===== src/hw/rtl/ole_pkg.sv =====
// ----------------------------------------------------------------------------
// ole_pkg
// Types, command codes and status codes shared by the ordered list engine.
// ----------------------------------------------------------------------------
package ole_pkg;

	localparam int OLE_DEPTH = 64;

	localparam int CMD_W    = 3;
	localparam int VALUE_W  = 32;
	localparam int POS_W    = 7;
	localparam int STATUS_W = 2;
	localparam int LENGTH_W = 7;

	localparam logic [CMD_W-1:0] CMD_INS_HEAD = 3'd0;
	localparam logic [CMD_W-1:0] CMD_INS_TAIL = 3'd1;
	localparam logic [CMD_W-1:0] CMD_INS_POS  = 3'd2;
	localparam logic [CMD_W-1:0] CMD_DELETE   = 3'd3;
	localparam logic [CMD_W-1:0] CMD_READ     = 3'd4;

	localparam logic [STATUS_W-1:0] ST_OK        = 2'd0;
	localparam logic [STATUS_W-1:0] ST_FULL      = 2'd1;
	localparam logic [STATUS_W-1:0] ST_NOT_FOUND = 2'd2;
	localparam logic [STATUS_W-1:0] ST_BAD_POS   = 2'd3;

	typedef struct packed {
		logic        [CMD_W-1:0]   command;
		logic signed [VALUE_W-1:0] value;
		logic        [POS_W-1:0]   position;
	} ole_in_t;

	typedef struct packed {
		logic        [STATUS_W-1:0] status;
		logic signed [VALUE_W-1:0]  read_value;
		logic        [LENGTH_W-1:0] length;
	} ole_out_t;

endpackage


===== src/hw/rtl/ordered_list_engine.sv =====
// ----------------------------------------------------------------------------
// ordered_list_engine
// Ordered list of up to DEPTH signed 32-bit values held in one synchronous RAM.
// ----------------------------------------------------------------------------
// Command to result: errors and unused commands respond at once; read walks
// one entry; insert walks from the tail down to the target index i when
// entries must move, and writes at once when none move (tail insert, insert at
// the length, insert into an empty list); delete walks all n entries.
// One command is in work at a time; the walk over the RAM, one entry a cycle
// through its single read and single write port, sets the rate.
// Reset clears the length and the control state; the RAM is not cleared.
module ordered_list_engine
	import ole_pkg::*;
#(
	parameter int DEPTH = OLE_DEPTH
) (
	input  logic     clk,
	input  logic     arst_n,
	input  logic     in_valid,
	output logic     in_ready,
	input  ole_in_t  in_data,
	output logic     out_valid,
	input  logic     out_ready,
	output ole_out_t out_data
);

	// address width and count width (count must reach DEPTH itself)
	localparam int AW   = $clog2(DEPTH);
	localparam int CW   = $clog2(DEPTH + 1);
	localparam int CMPW = (CW > POS_W) ? CW : POS_W;

	// sequencer states
	localparam logic [2:0] S_IDLE  = 3'd0;
	localparam logic [2:0] S_WALK  = 3'd1;
	localparam logic [2:0] S_DRAIN = 3'd2;
	localparam logic [2:0] S_PUT   = 3'd3;
	localparam logic [2:0] S_RESP  = 3'd4;

	// list store
	logic signed [VALUE_W-1:0] mem [DEPTH];

	logic [2:0]                state_q;
	logic [CMD_W-1:0]          op_q;
	logic signed [VALUE_W-1:0] val_q;
	logic [AW-1:0]             idx_q;
	logic [AW-1:0]             ptr_q;
	logic [AW-1:0]             last_q;
	logic                      found_q;
	logic [CW-1:0]             cnt_q;
	logic [STATUS_W-1:0]       status_q;
	logic signed [VALUE_W-1:0] rdval_q;
	logic                      out_valid_q;
	ole_out_t                  out_q;

	// read pipeline: address issued last cycle and the data it returned
	logic                      rd_vld_s1;
	logic [AW-1:0]             rd_addr_s1;
	logic signed [VALUE_W-1:0] rdata_s1;

	logic                      mem_re;
	logic                      mem_we;
	logic [AW-1:0]             mem_waddr;
	logic signed [VALUE_W-1:0] mem_wdata;

	logic                      accept;
	logic                      full;
	logic [POS_W-1:0]          pos_eff;
	logic [CMPW-1:0]           pos_x;
	logic [CMPW-1:0]           pos_eff_x;
	logic [CMPW-1:0]           cnt_x;
	logic [AW-1:0]             cnt_m1;
	logic [AW-1:0]             cnt_a;
	logic                      match;
	logic                      found_now;
	logic [CW+LENGTH_W-1:0]    len_wide;

	assign accept    = in_valid && in_ready;
	assign in_ready  = (state_q == S_IDLE);
	assign out_valid = out_valid_q;
	assign out_data  = out_q;

	assign full      = (cnt_q == CW'(DEPTH));
	// position zero inserts after the head
	assign pos_eff   = (in_data.position == '0) ? POS_W'(1) : in_data.position;
	assign pos_x     = CMPW'(in_data.position);
	assign pos_eff_x = CMPW'(pos_eff);
	assign cnt_x     = CMPW'(cnt_q);
	assign cnt_m1    = AW'(cnt_q - CW'(1));
	assign cnt_a     = AW'(cnt_q);
	assign match     = (rdata_s1 == val_q);
	assign found_now = found_q || (rd_vld_s1 && match);
	// length is reported modulo 128
	assign len_wide  = {{LENGTH_W{1'b0}}, cnt_q};

	// RAM port control: reads issue during the walk, writes carry the shift and the new entry
	always_comb begin
		mem_re    = (state_q == S_WALK);
		mem_we    = 1'b0;
		mem_waddr = idx_q;
		mem_wdata = val_q;
		if (state_q == S_PUT) begin
			mem_we = 1'b1;
		end else if (rd_vld_s1) begin
			case (op_q) inside
				CMD_INS_HEAD, CMD_INS_TAIL, CMD_INS_POS: begin
					// move the entry one place towards the tail
					mem_we    = 1'b1;
					mem_waddr = rd_addr_s1 + AW'(1);
					mem_wdata = rdata_s1;
				end
				CMD_DELETE: begin
					// after the match, move each entry one place towards the head
					mem_we    = found_q;
					mem_waddr = rd_addr_s1 - AW'(1);
					mem_wdata = rdata_s1;
				end
				default: begin
					mem_we = 1'b0;
				end
			endcase
		end
	end

	always_ff @(posedge clk) begin
		if (mem_we) begin
			mem[mem_waddr] <= mem_wdata;
		end
		if (mem_re) begin
			rdata_s1 <= mem[ptr_q];
		end
	end

	// sequencer
	always_ff @(posedge clk or negedge arst_n) begin
		if (!arst_n) begin
			state_q     <= S_IDLE;
			cnt_q       <= '0;
			found_q     <= 1'b0;
			rd_vld_s1   <= 1'b0;
			out_valid_q <= 1'b0;
		end else begin
			// drop the result once the beat is taken, unless a new one replaces it
			if (out_valid_q && out_ready && state_q != S_RESP) begin
				out_valid_q <= 1'b0;
			end

			rd_vld_s1 <= mem_re;
			if (mem_re) begin
				rd_addr_s1 <= ptr_q;
			end

			// compare and capture on returning read data
			if (rd_vld_s1) begin
				if (op_q == CMD_DELETE && !found_q && match) begin
					found_q <= 1'b1;
				end
				if (op_q == CMD_READ) begin
					rdval_q <= rdata_s1;
				end
			end

			unique case (state_q)
				S_IDLE: begin
					if (accept) begin
						op_q     <= in_data.command;
						val_q    <= in_data.value;
						found_q  <= 1'b0;
						rdval_q  <= '0;
						status_q <= ST_OK;
						state_q  <= S_RESP;
						case (in_data.command) inside
							CMD_INS_HEAD, CMD_INS_TAIL, CMD_INS_POS: begin
								if (full) begin
									status_q <= ST_FULL;
								end else if (in_data.command == CMD_INS_TAIL) begin
									idx_q   <= cnt_a;
									state_q <= S_PUT;
								end else if (in_data.command == CMD_INS_HEAD ||
										cnt_q == '0) begin
									idx_q   <= '0;
									ptr_q   <= cnt_m1;
									last_q  <= '0;
									state_q <= (cnt_q == '0) ? S_PUT : S_WALK;
								end else if (pos_eff_x > cnt_x) begin
									status_q <= ST_BAD_POS;
								end else begin
									idx_q   <= AW'(pos_eff);
									ptr_q   <= cnt_m1;
									last_q  <= AW'(pos_eff);
									state_q <= (pos_eff_x == cnt_x) ? S_PUT : S_WALK;
								end
							end
							CMD_DELETE: begin
								if (cnt_q == '0) begin
									status_q <= ST_NOT_FOUND;
								end else begin
									ptr_q   <= '0;
									last_q  <= cnt_m1;
									state_q <= S_WALK;
								end
							end
							CMD_READ: begin
								if (pos_x < cnt_x) begin
									ptr_q   <= AW'(in_data.position);
									last_q  <= AW'(in_data.position);
									state_q <= S_WALK;
								end else begin
									status_q <= ST_BAD_POS;
								end
							end
							default: begin
								status_q <= ST_OK;
							end
						endcase
					end
				end
				S_WALK: begin
					// advance one entry a cycle; inserts walk down, deletes up
					if (ptr_q == last_q) begin
						state_q <= S_DRAIN;
					end else if (op_q == CMD_DELETE) begin
						ptr_q <= ptr_q + AW'(1);
					end else begin
						ptr_q <= ptr_q - AW'(1);
					end
				end
				S_DRAIN: begin
					// last read data is handled this cycle
					if (op_q == CMD_DELETE) begin
						status_q <= found_now ? ST_OK : ST_NOT_FOUND;
						if (found_now) begin
							cnt_q <= cnt_q - CW'(1);
						end
						state_q <= S_RESP;
					end else if (op_q == CMD_READ) begin
						state_q <= S_RESP;
					end else begin
						state_q <= S_PUT;
					end
				end
				S_PUT: begin
					cnt_q   <= cnt_q + CW'(1);
					state_q <= S_RESP;
				end
				S_RESP: begin
					// hold until the output register is free
					if (!out_valid_q || out_ready) begin
						out_q.status     <= status_q;
						out_q.read_value <= (status_q == ST_OK) ? rdval_q : '0;
						out_q.length     <= len_wide[LENGTH_W-1:0];
						out_valid_q      <= 1'b1;
						state_q          <= S_IDLE;
					end
				end
				default: begin
					state_q <= S_IDLE;
				end
			endcase
		end
	end

endmodule

===== config.mk =====
export PLATFORM = sky130hd
export DESIGN_NAME = ordered_list_engine
export DESIGN_NICKNAME = d
export VERILOG_FILES = /design/src/hw/rtl/ole_pkg.sv /design/src/hw/rtl/ordered_list_engine.sv
export SDC_FILE = /design/constraint.sdc
export NUM_CORES = 2
export LEC_CHECK = 0
export ABC_AREA = 1
export BUFFER_PORTS_ARGS = -buffer_cell sky130_fd_sc_hd__buf_2
export CORE_MARGIN = 3
export CORE_UTILIZATION = 40
export CTS_CLUSTER_DIAMETER = 120
export DETAILED_ROUTE_END_ITERATION = 10
export SYNTH_ARGS = -nofsm -noshare
export SYNTH_HDL_FRONTEND = slang
export SYNTH_SLANG_ARGS = --single-unit

===== constraint.sdc =====
create_clock -name clk -period 6.6 [get_ports clk]
set_clock_uncertainty 0.1 [all_clocks]
set_input_delay 0.33 -clock clk [delete_from_list [all_inputs] [get_ports clk]]
set_output_delay 0.33 -clock clk [all_outputs]
set_load 0.02 [all_outputs]

# [After elaboration in Yosys (flattened, before gate mapping)]
# Memory sizes are Yosys's and may differ from the RTL's. A register that Yosys moved wholly into a read port is not among the register bits.
# Index checks and enable logic that the tools add are counted.
[totals] reg_bits=147 ram_bits=2048 input_bits=46 output_inout_bits=43 word_cells=173 mem_count=1
[memory_table] name="mem" depth=64 word_bits=32 read_ports=1 rd_clocked_by_memory_dff=1 write_ports=1 line="ordered_list_engine.sv:40" rtl="logic signed [VALUE_W-1:0] mem [DEPTH];"
[classes] addsub=6 n_lt_le_gt_ge=2 n_eq_ne=34 n_mux=80 bitwise=1 reduce_logical=33
[op_table] op="$mux 32" n=8
[op_table] op="$mux 6" n=24
[op_table] op="$mux 3" n=14
[op_table] op="$eq 32x32->1" n=1
[op_table] op="$mux 2" n=14
[op_table] op="$mux 7" n=3
[op_table] op="$eq 3x2->1 const B" n=6
[op_table] op="$ne 3x3->1 const B" n=5
[op_table] op="$pmux 3 s5" n=1
[op_table] op="$logic_not 7->1" n=2
[op_table] op="$pmux 7 s2" n=1
[op_table] op="$mux 1" n=13
[op_table] op="$add 6x1->6 const B" n=2
[op_table] op="$ne 2x2->1 const B" n=6
[op_table] op="$pmux 6 s2" n=1
[op_table] op="$reduce_and 3->1" n=4
[op_table] op="$sub 6x1->6 const B" n=2
[op_table] op="$reduce_and 10->1" n=1
[op_table] op="$eq 3x1->1 const B" n=3
[op_table] op="$eq 3x3->1 const B" n=3
[op_table] op="$logic_not 3->1" n=3
[op_table] op="$reduce_and 9->1" n=1
[op_table] op="$ne 4x1->1 const B" n=2
[op_table] op="$add 7x1->7 const B" n=1
[op_table] op="other kinds (22)" n=35

# [Depth between registers and ports, before layout]
[logic_depth] depth_word=11 mapped_depth=15 depth_no_buf=15

# [Least setup slack after synthesis]
# OpenSTA, ideal clock, no wires.
[synth_path] path_type="register to register" from="register state_q[0]" to="memory mem[0][0], data pin" setup_time_ns=0.702 t_arrival_ns=3.673 required_ns=5.798 setup_slack_ns=2.125 path_stages_with_launch=8 path_buffers=2 synth_period_minus_slack_ns=4.475 cell_sequence="dfrtp_1 inv_2 nor2_8 inv_2 nand2_2 clkbuf_1 clkbuf_1 o21ai_0"
[synth_between] elab_chain_len=2
[synth_lines] item="from (decl)" line="ordered_list_engine.sv:42" rtl="logic [2:0] state_q;"
[synth_lines] item="from (signal assigned)" line="ordered_list_engine.sv:183" rtl="state_q <= (cnt_q == '0) ? S_PUT : S_WALK;"
[synth_lines] item="from (signal assigned)" line="ordered_list_engine.sv:190" rtl="state_q <= (pos_eff_x == cnt_x) ? S_PUT : S_WALK;"
[synth_lines] item="$eq 3x2->1" line="ordered_list_engine.sv:101" rtl="if (state_q == S_PUT) begin"
[synth_lines] item="$mux 32" line="ordered_list_engine.sv:101"
[synth_lines] item="net mem_wdata[0]" line="ordered_list_engine.sv:63" rtl="logic signed [VALUE_W-1:0] mem_wdata;"
[synth_lines] item="to (decl)" line="ordered_list_engine.sv:40"
# The timed path passes the listed nets, and every way through them passes these cells.

# [Worst setup path after layout]
[layout_path] from="register state_q[2]" to="memory mem[7][15] (enable)"
[layout_between] elab_chain_len=4 word_cells_on_any_way=5 classes_between="1 x eq/ne; 4 x mux"
[layout_lines] item="$eq 3x2->1 (*)" line="ordered_list_engine.sv:101"
[layout_lines] item="$mux 1" line="ordered_list_engine.sv:101"
[layout_lines] item="$mux 1" line="ordered_list_engine.sv:125" rtl="if (mem_we) begin"
[layout_lines] item="$mux 1 (implied by the code)" line="ordered_list_engine.sv:126" rtl="mem[mem_waddr] <= mem_wdata;"
# Every way passes the cells marked *; elsewhere a longest branch is shown, timed or not.

==> flow_summary_export.csv <==
group,metric,value,unit
route,vias,59135,
floorplanning,design.core.area,223000,µm²
clock_tree,cts-buffers-inserted,223,
power,comb_power_share,22.3,%
grt,grt_pass1_wl,382000,µm
power,p_seq_share,45.4,%
clock_tree,ctsHtreeMaxLevel,4,
place,place_congestion,0.909,
clock_tree,clk_latency,860,ps
route,drc,0,
timing,hold_viol_final,0,
place,numPortBuffers,88,
yosys,synth_top_flop_cell,"edfxtp_1",
yosys,synth_warnings,0,
yosys,ys_ff_latch,2227,
yosys,async_flop_share,0.584,%
setup_path,crit_required,6950,ps
power,clockPowerShare,32.3,%
setup_path,cp_num_cells,9,
power,report.power.total,37.9,mW
place,hpwl,142000,µm
route,first_pass_iters,7,
route,drt_iter0_markers,7757,
floorplanning,die_x,479,µm
timing,slew_violations,0,
power,irDropWorstVdd,0.241,mV
run_status,status,"finished, final reports clean",
setup_path,crit_path_end,"mem[7][15]",
route,wl,263000,µm
yosys,synth_cell_types,46,
grt,grt_overflow,0,
power,p_sw_share,32.3,%
yosys,syn_avg_cell_area,12.5,µm²
final_layout,final_net_count,7276,
worst_hold_path,hp-start,"in_data[6]",
yosys,synth_fp_nets,7263,
final_layout,fin_util,45.5,%
setup_path,path_cells,"inv_2, nand2_2, nor2_8, inv_2, nand2_4, inv_2, o21ai_2, nand4_1, nor2_4",
setup_path,slowest_delay,1260,ps
setup_path,crit_type,"flip-flop to flip-flop",
power,p_per_area,374,nW/µm²
setup_path,cp.arrival,4810,ps
floorplanning,die_area,230000,µm²
setup_path,crit_family,"simple AND/OR/NAND/NOR gates",
power,p_switching,12.2,mW
clock_tree,cts_buffer_depth,3,
setup_path,rr_worst_depth,9,
setup_path,setup.worst_path.end_class,"flip-flop",
setup_path,crit_fanout,32,
place,dpl.cell_count,9913,
clock_tree,cts_sinks,2227,
route,routedWlPerCell,25.4,µm
setup_path,timing.rr.start,"state_q[2]",
clock_tree,cts_tree,"done",
setup_path,worstSetupStartpointType,"flip-flop",
clock_tree,clkTransAtPathRegs,60,ps
clock_tree,cts_root_buf,"clkbuf_16",
setup_path,r2r_slack,2150,ps
timing,fmax,224,MHz
run,max_cap_violations,0,
yosys,syn_inst,7196,
setup_path,crit_slowest_cell,"nor2_4",
grt,antenna_found_initial,13,
grt,grt_pass1_vias,55440,
route,via_per_inst,5.70,
final_layout,area_growth_syn_to_layout,13.0,%
yosys,syn_area,89600,µm²
timing,worstMarginPinSlew,1300,ps
timing,finalSetupViolCount,0,
timing,period_minus_slack,4450,ps
power,leakagePower,33.6,nW
power,p_int,25.7,mW
final_layout,fillCellCount,19780,
worst_hold_path,hp-class,"primary input to flip-flop",
final_layout,final_cells,10373,
yosys,synth_edf_count,2214,
timing,rsz0062_at_grt,"no",
final_layout,drive_gt1_share,8.85,%
floorplanning,start_util,40.3,%
floorplanning,num_rows,173,
route,antenna_left,0,
yosys,ys_seq_area_share,74.5,%
grt,grt_use_total,22.3,%
setup_path,cp_common_cell,"inv_2",
setup_path,startpoint,"state_q[2]",
setup_path,rr_endpoint,"mem[7][15]",
floorplanning,ios,89,
floorplanning,fp.dieH,479,µm
timing,maxSlewHeadroom,13.2,%
timing,finalCritPeriodShare,67.5,%
setup_path,crit_buf_inv,3,
grt,grt_max_degree,206,
timing,fin_setup_tns,0,ps
## stage by stage
step	instance area, µm²	hold slack [ps]	worst slack [ps]
6_report	101000	89.3	2150
5_1_grt	101000	60.6	1960
4_1_cts	101000	20.6	2150
3_5_place_dp	93800	345	2200
3_3_place_gp	93800	342	2240
2_1_floorplan	89600	-65.6	2130
## state kept, by name (all words and copies together) (netlist names), 2 cells and up
signal	cells
cnt_q	7
ptr_q	6
mem	2048
rd_addr_s1	6
rdata_s1	32
status_q	2
idx_q	6
rdval_q	32
last_q	6
state_q	3
val_q	32
op_q	3
out_data	41
## area by class of cell
| class | instances | area, µm² | area share [%] |
|---|---|---|---|
| timing repair buffer | 262 | 2070 | 2.05 |
| inverter | 188 | 742 | 0.733 |
| antenna | 4 | 10.0 | 0.00989 |
| sequential | 2227 | 66800 | 66.0 |
| tap | 2975 | 3720 | 3.68 |
| clock inverter | 127 | 1110 | 1.10 |
| multi-input combinational | 4307 | 20900 | 20.6 |
| clock buffer | 283 | 5910 | 5.83 |
## synthesized netlist by cell type (5+ instances only)
master,n,area share (%)
edfxtp_1,2214,74
nor2_1,1127,4.7
o21ai_0,1024,5.7
nand2_1,955,4.0
o22ai_1,486,3.4
nand3_1,453,2.5
clkbuf_1,290,1.2
inv_1,177,0.74
buf_2,111,0.62
a21oi_1,76,0.42
o21ai_1,69,0.39
buf_1,39,0.16
ha_1,20,0.28
buf_4,18,0.15
xor2_1,18,0.18
buf_6,15,0.19
nand4_1,14,0.098
dfrtp_1,13,0.36
inv_2,8,0.034
xnor2_1,8,0.078
nor3_1,7,0.039
nand2_2,5,0.035
nor2_2,5,0.035
o211ai_1,5,0.042
## logic make-up (layout without fill, tap and decap cells)
group	Yosys count	count (layout)	synth area share, %
AOI/OAI and AO/OA	1674	1674	10.1
xor gates and xnor gates	26	26	0.254
adders and majority gates	21	21	0.302
buffers and inverters	662	860	3.13
DFF	2227	2227	74.5
muxes	1	1	0.0112
other	0	4	0
and+or+nand+nor	2585	2585	11.7
## placed cells by master, fill, tap and decap left out, types with 34 or more instances in the layout
master | netlist | layout
a21oi_1 | 76 | 76
buf_2 | 111 | 88
buf_4 | 18 | 111
clkbuf_1 | 290 | 52
clkbuf_16 | 0 | 225
clkinv_1 | 2 | 60
clkinv_2 | 0 | 34
dlygate4sd3_1 | 0 | 46
edfxtp_1 | 2214 | 2214
inv_1 | 177 | 175
nand2_1 | 955 | 955
nand3_1 | 453 | 453
nor2_1 | 1127 | 1061
nor2_4 | 0 | 66
o21ai_0 | 1024 | 992
o21ai_1 | 69 | 69
o22ai_1 | 486 | 486
## worst reg2reg max path, cell delays in order, from the launching register on
cell and delay (ps):
dfrtp_1 420, inv_2 80, nand2_2 80, nor2_8 160
inv_2 150, nand2_4 310, inv_2 160, o21ai_2 330
nand4_1 960, nor2_4 1280
## layer usage
metal	part of all wire, %	vias to the layer above	global-route usage, %
li1	-	26198	-
met1	41	29478	31.9
met2	46	3053	34.5
met3	11	404	4.24
met4	3.2	2	7.31
met5	0.0027	-	0
## worst min-delay path by stage
stage	endpoint	slack (ps)	cells past startpoint
2_1_floorplan	cnt_q[0]	-70	0
3_3_place_gp	out_data[39]	340	0
3_5_place_dp	out_data[40]	350	0
4_1_cts	idx_q[0]	20	6
5_1_grt	val_q[15]	60	2
6_report	idx_q[0]	90	6
## power by group through the flow
stage               registers (mW)  clock network (mW)  logic [mW]
finish                        17.2                12.3        8.44
global route                  17.2                13.0        9.07
CTS                           17.2                12.4        8.33
floorplan                     17.5                   0        4.72
detailed placement            17.5                   0        8.29
global placement              17.5                   0        8.16
## what timing repair did
action / 4_1_cts / 5_1_grt
hold buffers: 46 / 0
setup buffers: 0 / 0
resized for setup: 0 / 0
endpoints found under the hold margin: 77 / 0
No activity file was read; power rests on OpenSTA's default activity.
